File: src/design/lswc_pkg.sv
`default_nettype none
package lswc_pkg;
  localparam int CoordBits = 16;
  localparam int DiffBits  = CoordBits + 1;
  localparam int ProdBits  = 2 * DiffBits;
  localparam int QuotBits  = ProdBits;
  localparam int CntBits   = $clog2(ProdBits + 1);
  localparam int PassBits  = 3;
  localparam int MaxPasses = 4;

  localparam logic [3:0] CodeLeft   = 4'd1;
  localparam logic [3:0] CodeRight  = 4'd2;
  localparam logic [3:0] CodeBottom = 4'd4;
  localparam logic [3:0] CodeTop    = 4'd8;

  localparam logic [1:0] RegLeft   = 2'd0;
  localparam logic [1:0] RegBottom = 2'd1;
  localparam logic [1:0] RegRight  = 2'd2;
  localparam logic [1:0] RegTop    = 2'd3;

  typedef logic signed [CoordBits-1:0] coord_t;

  typedef enum logic [2:0] {
    ST_IDLE,
    ST_DECIDE,
    ST_MUL,
    ST_DIV,
    ST_UPDATE,
    ST_OUT
  } state_t;

  typedef struct packed {
    logic load;
    logic setup;
    logic mul;
    logic div_start;
    logic update;
    logic finish;
  } cmd_t;

  typedef struct packed {
    logic accept_now;
    logic reject_now;
    logic div_done;
  } sts_t;
endpackage
`default_nettype wire

File: src/design/lswc_datapath.sv
`default_nettype none
module lswc_datapath (
  input  wire logic                 clk,
  input  wire lswc_pkg::cmd_t       cmd,
  output lswc_pkg::sts_t            sts,
  input  wire lswc_pkg::coord_t     win_l,
  input  wire lswc_pkg::coord_t     win_b,
  input  wire lswc_pkg::coord_t     win_r,
  input  wire lswc_pkg::coord_t     win_t,
  input  wire lswc_pkg::coord_t     in_x1,
  input  wire lswc_pkg::coord_t     in_y1,
  input  wire lswc_pkg::coord_t     in_x2,
  input  wire lswc_pkg::coord_t     in_y2,
  output lswc_pkg::coord_t          res_x1,
  output lswc_pkg::coord_t          res_y1,
  output lswc_pkg::coord_t          res_x2,
  output lswc_pkg::coord_t          res_y2
);
  localparam int DB = lswc_pkg::DiffBits;
  localparam int PB = lswc_pkg::ProdBits;
  localparam int QB = lswc_pkg::QuotBits;
  localparam int CB = lswc_pkg::CoordBits;

  lswc_pkg::coord_t x1_r, y1_r, x2_r, y2_r;
  logic [3:0] c1_r, c2_r;
  logic sel1_r, horiz_r, neg_r;
  lswc_pkg::coord_t base_r, edge_r;
  logic [DB-1:0] ma_r, mb_r, md_r;
  logic [PB-1:0] prod_r;
  logic [DB:0] rem_r;
  logic [QB-1:0] quot_r;
  logic [lswc_pkg::CntBits-1:0] cnt_r;
  logic busy_r;

  function automatic logic [3:0] region(input lswc_pkg::coord_t x, input lswc_pkg::coord_t y,
      input lswc_pkg::coord_t l, input lswc_pkg::coord_t b,
      input lswc_pkg::coord_t r, input lswc_pkg::coord_t t);
    logic [3:0] c;
    c = 4'd0;
    if (x < l) c = c | lswc_pkg::CodeLeft;
    else if (x > r) c = c | lswc_pkg::CodeRight;
    if (y < b) c = c | lswc_pkg::CodeBottom;
    else if (y > t) c = c | lswc_pkg::CodeTop;
    return c;
  endfunction

  logic [3:0] co;
  logic signed [DB-1:0] a_s, b_s, d_s;
  logic use_y;
  assign co = (c1_r != 4'd0) ? c1_r : c2_r;
  assign use_y = (co & (lswc_pkg::CodeTop | lswc_pkg::CodeBottom)) != 4'd0;

  always_comb begin
    lswc_pkg::coord_t ev;
    if ((co & lswc_pkg::CodeTop) != 4'd0) ev = win_t;
    else if ((co & lswc_pkg::CodeBottom) != 4'd0) ev = win_b;
    else if ((co & lswc_pkg::CodeRight) != 4'd0) ev = win_r;
    else ev = win_l;
    if (use_y) begin
      a_s = DB'(x2_r) - DB'(x1_r);
      b_s = DB'(ev) - DB'(y1_r);
      d_s = DB'(y2_r) - DB'(y1_r);
    end else begin
      a_s = DB'(y2_r) - DB'(y1_r);
      b_s = DB'(ev) - DB'(x1_r);
      d_s = DB'(x2_r) - DB'(x1_r);
    end
  end

  lswc_pkg::coord_t edge_nxt;
  always_comb begin
    lswc_pkg::coord_t ev2;
    if ((co & lswc_pkg::CodeTop) != 4'd0) ev2 = win_t;
    else if ((co & lswc_pkg::CodeBottom) != 4'd0) ev2 = win_b;
    else if ((co & lswc_pkg::CodeRight) != 4'd0) ev2 = win_r;
    else ev2 = win_l;
    edge_nxt = ev2;
  end

  logic [DB:0] trial;
  logic [DB:0] rem_sh;
  assign rem_sh = {rem_r[DB-1:0], prod_r[PB-1]};
  assign trial  = rem_sh - {1'b0, md_r};

  logic signed [QB+1:0] sum;
  logic signed [QB+1:0] sq;
  logic signed [CB-1:0] ires;
  localparam logic signed [QB+1:0] Hi = (QB+2)'((64'sd1 <<< (CB-1)) - 1);
  localparam logic signed [QB+1:0] Lo = -(QB+2)'(64'sd1 <<< (CB-1));
  always_comb begin
    sq = neg_r ? -$signed({2'b00, quot_r}) : $signed({2'b00, quot_r});
    if (md_r == '0) sq = '0;
    sum = sq + (QB+2)'(base_r);
    if (sum > Hi) ires = CB'(Hi);
    else if (sum < Lo) ires = CB'(Lo);
    else ires = CB'(sum);
  end

  lswc_pkg::coord_t nx, ny;
  assign nx = horiz_r ? ires : edge_r;
  assign ny = horiz_r ? edge_r : ires;

  always_ff @(posedge clk) begin
    if (cmd.load) begin
      x1_r <= in_x1; y1_r <= in_y1; x2_r <= in_x2; y2_r <= in_y2;
      c1_r <= region(in_x1, in_y1, win_l, win_b, win_r, win_t);
      c2_r <= region(in_x2, in_y2, win_l, win_b, win_r, win_t);
    end
    if (cmd.setup) begin
      sel1_r  <= (c1_r != 4'd0);
      horiz_r <= use_y;
      base_r  <= use_y ? x1_r : y1_r;
      edge_r  <= edge_nxt;
      ma_r    <= a_s[DB-1] ? DB'(-a_s) : DB'(a_s);
      mb_r    <= b_s[DB-1] ? DB'(-b_s) : DB'(b_s);
      md_r    <= d_s[DB-1] ? DB'(-d_s) : DB'(d_s);
      neg_r   <= (a_s[DB-1] ^ b_s[DB-1]) ^ d_s[DB-1];
    end
    if (cmd.mul) prod_r <= ma_r * mb_r;
    if (cmd.div_start) begin
      rem_r  <= '0;
      quot_r <= '0;
      cnt_r  <= lswc_pkg::CntBits'(PB);
      busy_r <= 1'b1;
    end else if (busy_r) begin
      prod_r <= {prod_r[PB-2:0], 1'b0};
      if (!trial[DB]) begin
        rem_r  <= trial;
        quot_r <= {quot_r[QB-2:0], 1'b1};
      end else begin
        rem_r  <= rem_sh;
        quot_r <= {quot_r[QB-2:0], 1'b0};
      end
      cnt_r <= cnt_r - 1'b1;
      if (cnt_r == lswc_pkg::CntBits'(1)) busy_r <= 1'b0;
    end
    if (cmd.update) begin
      if (sel1_r) begin
        x1_r <= nx; y1_r <= ny; c1_r <= region(nx, ny, win_l, win_b, win_r, win_t);
      end else begin
        x2_r <= nx; y2_r <= ny; c2_r <= region(nx, ny, win_l, win_b, win_r, win_t);
      end
    end
    if (cmd.finish) begin
      res_x1 <= x1_r; res_y1 <= y1_r; res_x2 <= x2_r; res_y2 <= y2_r;
    end
  end

  assign sts.accept_now = (c1_r == 4'd0) && (c2_r == 4'd0);
  assign sts.reject_now = (c1_r & c2_r) != 4'd0;
  assign sts.div_done   = !busy_r;
endmodule
`default_nettype wire

File: src/design/lswc_ctrl.sv
`default_nettype none
module lswc_ctrl (
  input  wire logic           clk,
  input  wire logic           rst_n,
  input  wire logic           in_valid,
  output logic                in_stall,
  output logic                out_valid,
  input  wire logic           out_stall,
  output logic                acc_r,
  output lswc_pkg::cmd_t      cmd,
  input  wire lswc_pkg::sts_t sts
);
  lswc_pkg::state_t state_r, state_nxt;
  logic [lswc_pkg::PassBits-1:0] pass_r, pass_nxt;
  logic acc_nxt;
  logic out_valid_r, out_valid_nxt;

  always_ff @(posedge clk) begin
    if (!rst_n) begin
      state_r <= lswc_pkg::ST_IDLE;
      pass_r <= '0;
      acc_r <= 1'b0;
      out_valid_r <= 1'b0;
    end else begin
      state_r <= state_nxt;
      pass_r <= pass_nxt;
      acc_r <= acc_nxt;
      out_valid_r <= out_valid_nxt;
    end
  end

  assign out_valid = out_valid_r;

  always_comb begin
    state_nxt = state_r;
    pass_nxt = pass_r;
    acc_nxt = acc_r;
    out_valid_nxt = out_valid_r && out_stall;
    cmd = '0;
    in_stall = 1'b1;
    case (state_r)
      lswc_pkg::ST_IDLE: begin
        in_stall = 1'b0;
        if (in_valid) begin
          cmd.load = 1'b1;
          pass_nxt = '0;
          state_nxt = lswc_pkg::ST_DECIDE;
        end
      end
      lswc_pkg::ST_DECIDE: begin
        if (sts.accept_now || sts.reject_now ||
            pass_r == lswc_pkg::PassBits'(lswc_pkg::MaxPasses)) begin
          state_nxt = lswc_pkg::ST_OUT;
        end else begin
          cmd.setup = 1'b1;
          state_nxt = lswc_pkg::ST_MUL;
        end
      end
      lswc_pkg::ST_MUL: begin
        cmd.mul = 1'b1;
        cmd.div_start = 1'b1;
        state_nxt = lswc_pkg::ST_DIV;
      end
      lswc_pkg::ST_DIV: begin
        if (sts.div_done) begin
          state_nxt = lswc_pkg::ST_UPDATE;
        end
      end
      lswc_pkg::ST_UPDATE: begin
        cmd.update = 1'b1;
        pass_nxt = pass_r + 1'b1;
        state_nxt = lswc_pkg::ST_DECIDE;
      end
      lswc_pkg::ST_OUT: begin
        if (!out_valid_r || !out_stall) begin
          cmd.finish = 1'b1;
          acc_nxt = sts.accept_now;
          out_valid_nxt = 1'b1;
          state_nxt = lswc_pkg::ST_IDLE;
        end
      end
      default: state_nxt = lswc_pkg::ST_IDLE;
    endcase
  end

  ast_out_hold: assert property (@(posedge clk) disable iff (!rst_n)
    out_valid_r && out_stall |=> out_valid_r) else $error("result dropped");
  ast_pass_max: assert property (@(posedge clk) disable iff (!rst_n)
    pass_r <= lswc_pkg::PassBits'(lswc_pkg::MaxPasses)) else $error("pass overrun");
  ast_load_idle: assert property (@(posedge clk) disable iff (!rst_n)
    cmd.load |-> state_r == lswc_pkg::ST_IDLE) else $error("load while busy");
endmodule
`default_nettype wire

File: src/design/line_segment_window_clipper_core.sv
// channel | ports                                        | direction
// input   | in_valid in_stall in_start_x/y in_end_x/y    | in
// result  | out_valid out_stall out_accepted out_clip_*  | out
// config  | cfg_we cfg_index cfg_data                    | in
// One segment at a time: load, then per clipping pass (up to 4): decide and setup,
// multiply, the 34-step restoring divider, update. No new segment is taken until
// the result for the last one has left ST_OUT; one serial divider serves every pass.
// rst_n is synchronous; the window resets to 0,0 .. 639,479.
// A finished result waits in the output register under out_stall.
`default_nettype none
module line_segment_window_clipper_core (
  input  wire logic                                clk,
  input  wire logic                                rst_n,
  input  wire logic                                cfg_we,
  input  wire logic [1:0]                          cfg_index,
  input  wire logic [lswc_pkg::CoordBits-1:0]      cfg_data,
  input  wire logic                                in_valid,
  output logic                                     in_stall,
  input  wire lswc_pkg::coord_t                    in_start_x,
  input  wire lswc_pkg::coord_t                    in_start_y,
  input  wire lswc_pkg::coord_t                    in_end_x,
  input  wire lswc_pkg::coord_t                    in_end_y,
  output logic                                     out_valid,
  input  wire logic                                out_stall,
  output logic                                     out_accepted,
  output lswc_pkg::coord_t                         out_clip_start_x,
  output lswc_pkg::coord_t                         out_clip_start_y,
  output lswc_pkg::coord_t                         out_clip_end_x,
  output lswc_pkg::coord_t                         out_clip_end_y
);
  lswc_pkg::coord_t wl_r, wb_r, wr_r, wt_r;
  lswc_pkg::coord_t rx1, ry1, rx2, ry2;
  lswc_pkg::cmd_t cmd;
  lswc_pkg::sts_t sts;
  logic acc;

  always_ff @(posedge clk) begin
    if (!rst_n) begin
      wl_r <= lswc_pkg::CoordBits'(0);
      wb_r <= lswc_pkg::CoordBits'(0);
      wr_r <= lswc_pkg::CoordBits'(639);
      wt_r <= lswc_pkg::CoordBits'(479);
    end else if (cfg_we) begin
      case (cfg_index)
        lswc_pkg::RegLeft:   wl_r <= cfg_data;
        lswc_pkg::RegBottom: wb_r <= cfg_data;
        lswc_pkg::RegRight:  wr_r <= cfg_data;
        lswc_pkg::RegTop:    wt_r <= cfg_data;
        default: ;
      endcase
    end
  end

  lswc_ctrl u_ctrl (
    .clk, .rst_n, .in_valid, .in_stall, .out_valid, .out_stall,
    .acc_r(acc), .cmd, .sts
  );

  lswc_datapath u_dp (
    .clk, .cmd, .sts,
    .win_l(wl_r), .win_b(wb_r), .win_r(wr_r), .win_t(wt_r),
    .in_x1(in_start_x), .in_y1(in_start_y), .in_x2(in_end_x), .in_y2(in_end_y),
    .res_x1(rx1), .res_y1(ry1), .res_x2(rx2), .res_y2(ry2)
  );

  assign out_accepted     = acc;
  assign out_clip_start_x = acc ? rx1 : '0;
  assign out_clip_start_y = acc ? ry1 : '0;
  assign out_clip_end_x   = acc ? rx2 : '0;
  assign out_clip_end_y   = acc ? ry2 : '0;
endmodule
`default_nettype wire
File: config.mk
export PLATFORM = sky130hd
export DESIGN_NAME = line_segment_window_clipper_core
export DESIGN_NICKNAME = d
export VERILOG_FILES = /design/src/design/lswc_pkg.sv /design/src/design/lswc_datapath.sv /design/src/design/lswc_ctrl.sv /design/src/design/line_segment_window_clipper_core.sv
export SDC_FILE = /design/constraint.sdc
export NUM_CORES = 2
export LEC_CHECK = 0
export BUFFER_PORTS_ARGS = -buffer_cell sky130_fd_sc_hd__buf_2
export CELL_PAD_IN_SITES_DETAIL_PLACEMENT = 0
export CELL_PAD_IN_SITES_GLOBAL_PLACEMENT = 1
export CORE_ASPECT_RATIO = 1.25
export CORE_MARGIN = 2
export CORE_UTILIZATION = 40
export CTS_BUF_LIST = sky130_fd_sc_hd__clkbuf_4 sky130_fd_sc_hd__clkbuf_8 sky130_fd_sc_hd__clkbuf_16
export DETAILED_ROUTE_END_ITERATION = 12
export PLACE_DENSITY_LB_ADDON = 0.1
export SLEW_MARGIN = 30
export SYNTH_ARGS = -nofsm -noshare
export SYNTH_HDL_FRONTEND = slang
export SYNTH_HIERARCHICAL = 1
export SYNTH_SLANG_ARGS = --single-unit
File: constraint.sdc
create_clock -name clk -period 9.35 [get_ports clk]
set_clock_uncertainty 0.15 [all_clocks]
set_input_delay 0 -clock clk [delete_from_list [all_inputs] [get_ports clk]]
set_output_delay 0 -clock clk [all_outputs]
set_load 0.005 [all_outputs]
Word level (Yosys, flattened, before mapping)
Index checks and enable logic that the tools add are counted.
{"block": "totals", "reg_bits": 386, "in_bits": 87, "elab_cells": 176}
{"block": "classes", "addsub": 12, "n_mul": 1, "order_cmp": 14, "eq_ne": 13, "mux": 76, "bitwise": 3, "n_reduce_logical": 23}
{"cell": "two-way mux 16 bit", "count": 27}
{"cell": "two-way mux 34 bit", "count": 3}
{"cell": "greater-than comparator 16 bit", "count": 6}
{"cell": "< comparator 16 bit", "count": 6}
{"cell": "two-way mux 36 bit", "count": 2}
{"cell": "two-way mux 17 bit", "count": 4}
{"cell": "subtractor 16 x 16 -> 17 bit", "count": 4}
{"cell": "two-way mux 4 bit", "count": 16}
{"cell": "negation 17 bit", "count": 3}
{"cell": "adder 36 x 16 -> 36 bit", "count": 1}
{"cell": "greater-than comparator 36 x 16 -> 1 bit, second input constant", "count": 1}
{"cell": "< comparator 36 x 16 -> 1 bit, second input constant", "count": 1}
{"cell": "negation 34 -> 36 bit", "count": 1}
{"cell": "multiplier 17 x 17 -> 34 bit", "count": 1}
{"cell": "one-hot mux 3 bit (6 select lines)", "count": 1}
{"cell": "subtractor 18 x 17 -> 18 bit", "count": 1}
{"cell": "logical NOT 17 bit", "count": 1}
{"cell": "two-way mux 3 bit", "count": 5}
{"cell": "two-way mux 1 bit", "count": 13}
{"cell": "AND reduction 2 bit", "count": 6}
{"cell": "nonzero test 4 bit", "count": 3}
{"cell": "== test 3 bit, second input constant", "count": 3}
{"cell": "logical NOT 4 bit", "count": 2}
{"cell": "two-way mux 2 bit", "count": 4}
{"cell": "other kinds (19)", "count": 27}

Depth between registers and ports, before layout
{"block": "depth", "ltp_word": 15, "mapped_depth": 40, "ltp_nobuf": 39}

Modules after synthesis
The synthesis kept the hierarchy.
{"mod": "lswc_datapath", "n_inst": 1, "cells_per_inst": 3767, "area_per_inst_um2": 32936.6, "seq_area_each_um2": 7787.5}
{"mod": "line_segment_window_clipper_core", "n_inst": 1, "cells_per_inst": 315, "area_per_inst_um2": 2902.8, "seq_area_each_um2": 1281.2}
{"mod": "lswc_ctrl", "n_inst": 1, "cells_per_inst": 60, "area_per_inst_um2": 496.7, "seq_area_each_um2": 160.2}

Worst setup path after synthesis
Ideal clock, no wire load.
{"block": "synth_timing", "kind": "flip-flop to flip-flop", "start": "reg u_dp.quot_r[0]", "end": "reg u_dp.c2_r[1]", "setup_ns": 0.139, "arrival_time_ns": 6.953, "t_required_ns": 9.061, "slack_ns": 2.108, "path_stages_with_launch": 32, "path_buffers": 2, "path_cell_list": "dfxtp_1 -> or4_1 -> or4_1 -> nand2b_4 -> or2_2 -> o31ai_1 -> xor2_1 -> nor2_1 -> ha_1 -> buf_2 -> a21oi_1 -> o21bai_1 -> a21oi_1 -> o211ai_2 -> a2bb2oi_2 -> a221oi_2 -> xnor2_1 -> or4_1 -> o31a_1 -> buf_2 -> a21o_1 -> mux2i_1 -> inv_1 -> ha_1 -> a21o_1 -> a21o_1 -> a221oi_1 -> nand3_1 -> a211oi_2 -> o32ai_2 -> o2111ai_1 -> a22oi_1"}
{"block": "synth_via", "elab_chain_len": 15, "elab_cells_between_ends": 19, "cone_classes": "add/sub (2); order compare (5); mux (12)"}
{"item": "start, declared", "line_no": "lswc_datapath.sv:31", "rtl": "logic [QB-1:0] quot_r;"}
{"item": "start signal, assigned", "line_no": "lswc_datapath.sv:129", "rtl": "quot_r <= {quot_r[QB-2:0], 1'b1};"}
{"item": "start signal, assigned", "line_no": "lswc_datapath.sv:132", "rtl": "quot_r <= {quot_r[QB-2:0], 1'b0};"}
{"item": "negation 34 -> 36 bit", "line_no": "lswc_datapath.sv:91", "rtl": "sq = neg_r ? -$signed({2'b00, quot_r}) : $signed({2'b00, quot_r});"}
{"item": "two-way mux 36 bit *", "line_no": "lswc_datapath.sv:91"}
{"item": "two-way mux 36 bit *", "line_no": "lswc_datapath.sv:92", "rtl": "if (md_r == '0) sq = '0;"}
{"item": "adder 36 x 16 -> 36 bit *", "line_no": "lswc_datapath.sv:93", "rtl": "sum = sq + (QB+2)'(base_r);"}
{"item": "< comparator 36 x 16 -> 1 bit", "line_no": "lswc_datapath.sv:95", "rtl": "else if (sum < Lo) ires = CB'(Lo);"}
{"item": "two-way mux 16 bit", "line_no": "lswc_datapath.sv:95"}
{"item": "two-way mux 16 bit *", "line_no": "lswc_datapath.sv:94", "rtl": "if (sum > Hi) ires = CB'(Hi);"}
{"item": "two-way mux 16 bit", "line_no": "lswc_datapath.sv:100", "rtl": "assign nx = horiz_r ? ires : edge_r;"}
{"item": "greater-than comparator 16 bit", "line_no": "lswc_datapath.sv:41", "rtl": "else if (x > r) c = c | lswc_pkg::CodeRight;"}
{"item": "two-way mux 2 bit", "line_no": "lswc_datapath.sv:41"}
{"item": "two-way mux 4 bit", "line_no": "lswc_datapath.sv:40", "rtl": "if (x < l) c = c | lswc_pkg::CodeLeft;"}
{"item": "two-way mux 4 bit", "line_no": "lswc_datapath.sv:43", "rtl": "else if (y > t) c = c | lswc_pkg::CodeTop;"}
{"item": "two-way mux 4 bit *", "line_no": "lswc_datapath.sv:42", "rtl": "if (y < b) c = c | lswc_pkg::CodeBottom;"}
{"item": "two-way mux 4 bit *", "line_no": "lswc_datapath.sv:138", "rtl": "if (sel1_r) begin"}
{"item": "two-way mux 4 bit *", "line_no": "lswc_datapath.sv:137", "rtl": "if (cmd.update) begin"}
{"item": "end signal, assigned", "line_no": "lswc_datapath.sv:107", "rtl": "c2_r <= region(in_x2, in_y2, win_l, win_b, win_r, win_t);"}
{"item": "end signal, assigned", "line_no": "lswc_datapath.sv:141", "rtl": "x2_r <= nx; y2_r <= ny; c2_r <= region(nx, ny, win_l, win_b, win_r, win_t);"}
{"item": "end, declared", "line_no": "lswc_datapath.sv:25", "rtl": "logic [3:0] c1_r, c2_r;"}
Every way passes the cells marked *; elsewhere a longest branch is shown, timed or not.
A chain may end at the register's enable or synchronous reset.

Worst setup path after layout
{"block": "layout_timing", "start": "reg u_dp.quot_r[0]", "end": "reg u_dp.c1_r[3]"}
{"block": "layout_via", "elab_chain_len": 13, "elab_cells_between_ends": 15, "cone_classes": "add/sub (2); order compare (4); mux (9)"}
{"item": "negation 34 -> 36 bit", "line_no": "lswc_datapath.sv:91"}
{"item": "two-way mux 36 bit *", "line_no": "lswc_datapath.sv:91"}
{"item": "two-way mux 36 bit *", "line_no": "lswc_datapath.sv:92"}
{"item": "adder 36 x 16 -> 36 bit *", "line_no": "lswc_datapath.sv:93"}
{"item": "< comparator 36 x 16 -> 1 bit", "line_no": "lswc_datapath.sv:95"}
{"item": "two-way mux 16 bit", "line_no": "lswc_datapath.sv:95"}
{"item": "two-way mux 16 bit *", "line_no": "lswc_datapath.sv:94"}
{"item": "two-way mux 16 bit *", "line_no": "lswc_datapath.sv:101", "rtl": "assign ny = horiz_r ? edge_r : ires;"}
{"item": "greater-than comparator 16 bit", "line_no": "lswc_datapath.sv:43"}
{"item": "two-way mux 4 bit", "line_no": "lswc_datapath.sv:43"}
{"item": "two-way mux 4 bit *", "line_no": "lswc_datapath.sv:42"}
{"item": "two-way mux 4 bit *", "line_no": "lswc_datapath.sv:138"}
{"item": "two-way mux 4 bit *", "line_no": "lswc_datapath.sv:137"}
{"item": "end signal, assigned", "line_no": "lswc_datapath.sv:106", "rtl": "c1_r <= region(in_x1, in_y1, win_l, win_b, win_r, win_t);"}
{"item": "end signal, assigned", "line_no": "lswc_datapath.sv:139", "rtl": "x1_r <= nx; y1_r <= ny; c1_r <= region(nx, ny, win_l, win_b, win_r, win_t);"}
{"item": "end, declared", "line_no": "lswc_datapath.sv:25"}
Marked as above.

==> impl_metrics.py <==
metrics = {
    "outcome": {
        "status": "completed",
    },
    "synthesis": {
        "synth.distinct_cells": 93,
        "postSynthCellCount": 4142,
        "postSynth.asyncResetShare": 0,
        "synthesis.area_per_instance_sq_um": 8.77,
        "synthesis.nets": 4860,
        "ys_warn_count": 6,
        "syn-cell-area_sq_um": 36300,
        "post_synthesis_register_bit_count": 386,
        "seq_area_frac_synth": 0.254,
        "synth_ff_type": "dfxtp_1",
        "synth_enable_flop_cells": 150,
    },
    "flow_run": {
        "cap_violations": 0,
    },
    "route": {
        "vias": 29500,
        "drt-wirelength-per-cell_microns": 21.9,
        "detail_route.vias_per_cell": 5.35,
        "drt_drc_violations_left": 0,
        "detailedRoute.firstPassIterationCount": 5,
        "routed_wire_length_microns": 121000,
        "ant_nets": 0,
        "drt_iter0_drc": 1640,
    },
    "die": {
        "floorplan.initialDensity": 0.404,
        "floorplan.io_pins": 154,
        "horizontal_die_dimension_microns": 274,
        "floorplan.core_area_sq_um": 90000,
        "fp-row-count": 123,
        "fp.dieArea_sq_um": 93300,
        "die_height_microns": 341,
    },
    "clocking": {
        "post_cts.resized_instances": 0,
        "ctsRootBufferMaster": "clkbuf_16",
        "clock_sink_count": 386,
        "cts_tree": "yes",
        "worst_setup_hold_path_clk_slew_ns": 0.06,
        "worstSkewPairLatency_ns": 0.60,
        "numCtsBuffers": 46,
        "cts_max_level": 2,
        "clockBufferDepth": 3,
    },
    "layout": {
        "synthToLayoutAreaGrowth_pct": 12.4,
        "final_layout_size_suffix_gt1_frac": 0.0774,
        "nNetsFinal": 5010,
        "final_standard_cell_area_without_fillers_sq_um": 40800,
        "stdcell_count": 5518,
    },
    "global_route": {
        "grt_max_degree": 128,
        "global_route_wire_length_before_repair_microns": 182000,
        "number_of_antenna_violations_at_the_first_check_in_global_routing": 5,
        "number_of_global_route_vias_before_repair": 29900,
        "grtUsageTotal": 0.259,
        "globalRouteOverflowTotal": 0,
    },
    "min_path": {
        "holdCritStartpoint": "cfg_data[6]",
        "hp-class": "in -> reg",
    },
    "critical_path": {
        "critical_path.startpoint": "u_dp/quot_r[0]",
        "worst-endpoint-arrival_ns": 8.57,
        "critical_path.max_fanout": 16,
        "worst_setup_path_start_kind": "register",
        "crit_path_frequent_cell": "or4_1",
        "critical_path.max_stage_delay_ns": 0.61,
        "crit_path_end_kind": "register",
        "crit-reg2reg-launch": "u_dp/quot_r[0]",
        "critical_path_required_ns": 9.69,
        "critical_path.top_delay_family": "compound AO/OA/AOI/OAI gates",
        "timing_worst_setup_path_type": "reg -> reg",
        "timing.critical_path.buf_inv": 1,
        "worst_path_max_delay_cell": "o31a_1",
    },
    "place": {
        "placedCellCount": 5335,
        "placedInstanceArea_sq_um": 38200,
        "place.detailed.hpwl_microns": 96900,
        "final_weighted_congestion_in_routability_driven_placement": 0.935,
        "input_output_buffers": 153,
    },
    "sta": {
        "setup_viol_count_final": 0,
        "fmax_mhz": 121,
        "min_period_over_period": 0.880,
        "finalMaxSlewViolations": 0,
        "finalSetupTns_ns": 0,
        "finalHoldViolations": 0,
        "grt_setup_unrepaired": "no",
        "relSlewSlack": 0.240,
        "fin_crit_ns": 8.23,
        "tightestPinTransition_ns": 1.13,
    },
}
[cells by family (layout without fill, tap and decap cells)]
logic type	count (synthesis)	in the layout	share of synthesized area
other	0	2	0
buffers and inverters	640	827	0.0680
AO/OA/AOI/OAI	803	803	0.139
AND/OR/NAND/NOR	1283	1283	0.170
XOR/XNOR	187	187	0.0457
adder cells (fa/ha/maj)	631	631	0.265
multiplexers	212	212	0.0587
flip-flops	386	386	0.254
[stage by stage]
stage,utilization,setup slack [ns],hold slack [ns]
2_1_floorplan,-,2.11,-0.0188
3_3_place_gp,0.424,1.25,0.142
3_5_place_dp,0.424,1.14,0.147
4_1_cts,0.453,1.12,0.0414
5_1_grt,0.454,0.505,0.0824
6_report,0.454,1.12,0.0806
[placed cells by master (no fill, tap or decap), types with 153 or more instances in the layout]
cell,instances
mux2i_1,204
o21ai_0,212
dfxtp_1,234
inv_1,458
a21oi_1,217
nand2_1,489
ha_1,402
buf_2,153
nor2_1,259
and2_1,157
fa_1,229
[cell type report]
type,instances,area (sq um)
Sequential cell,386,9230
Tap cell,1187,1490
Antenna cell,2,5.00
Timing Repair Buffer,283,2020
Inverter,459,1720
Clock buffer,54,1260
Clock inverter,31,395
Fill cell,9033,49200
Multi-Input combinational cell,3116,24700
[per-layer routing]
layer | routed length, microns | up-vias | GRT usage
met5 | 0 | - | 0
met4 | 4480 | 0 | 0.0882
met3 | 3790 | 170 | 0.0219
met2 | 61100 | 610 | 0.467
met1 | 51600 | 14400 | 0.321
li1 | - | 14400 | -
[state kept, by name, indices dropped and copies added (netlist names), 4 cells and up]
name         count
u_dp/prod_r     34
u_dp/quot_r     34
u_dp/ma_r       17
u_dp/mb_r       17
u_dp/md_r       17
u_dp/rem_r      17
u_dp/base_r     16
u_dp/edge_r     16
u_dp/res_x1     16
u_dp/res_x2     16
u_dp/res_y1     16
u_dp/res_y2     16
u_dp/x1_r       16
u_dp/x2_r       16
u_dp/y1_r       16
u_dp/y2_r       16
wb_r            16
wl_r            16
wr_r            16
wt_r            16
u_dp/cnt_r       6
u_dp/c1_r        4
u_dp/c2_r        4
[what timing repair did]
item | in CTS | in global routing
hold buffers | 94 | 0
hold endpoints to repair | 150 | 0
buffers inserted | 0 | 0
[worst register-to-register path, delay by kind of cell (launching register included)]
kind	cells	cell delay (ns)
flip-flops	1	0.35
multiplexers	1	0.47
AND/OR/NAND/NOR	10	2.58
buffers and inverters	1	0.15
adder cells (fa/ha/maj)	2	0.72
AO/OA/AOI/OAI	12	3.25
XOR/XNOR	3	0.46
[Yosys cell counts (8+ instances only)]
library cell / number / share of area
xor2_1: 73 / 0.018
o211ai_1: 21 / 0.0043
clkbuf_1: 139 / 0.014
inv_1: 458 / 0.047
a21boi_0: 8 / 0.0017
fa_1: 229 / 0.13
mux2_2: 8 / 0.0025
ha_1: 402 / 0.14
xnor2_1: 111 / 0.027
or3_1: 26 / 0.0045
and3_1: 26 / 0.0045
a21oi_1: 217 / 0.030
or4_1: 9 / 0.0019
a211oi_1: 69 / 0.014
nor4_1: 12 / 0.0021
nor2b_1: 91 / 0.016
or2_2: 10 / 0.0017
nor3_1: 39 / 0.0054
buf_1: 18 / 0.0019
nand4_1: 38 / 0.0065
nor2_1: 262 / 0.027
o21a_1: 30 / 0.0062
o21bai_1: 10 / 0.0021
dfxtp_1: 236 / 0.13
nand2b_1: 39 / 0.0067
a31oi_1: 26 / 0.0045
and2_1: 157 / 0.027
nand2_1: 491 / 0.051
mux2i_1: 204 / 0.056
edfxtp_1: 150 / 0.12
and4_1: 14 / 0.0034
buf_2: 16 / 0.0022
a21o_1: 93 / 0.019
nand3_1: 40 / 0.0055
o31ai_1: 21 / 0.0043
o21ai_1: 18 / 0.0025
o21ai_0: 212 / 0.029
[worst paths after layout]
check | end | slack [ns] | cells after the start
setup / recovery | u_dp/c1_r[3] | 1.12 | 29
hold / removal | wt_r[6] | 0.08 | 4
setup reg to reg | u_dp/c1_r[3] | 1.12 | 29
hold reg to reg | u_dp/prod_r[10] | 0.30 | 2
Power is not shown: default switching activity piles up to over one toggle a cycle in this logic, so the estimate is an artifact.
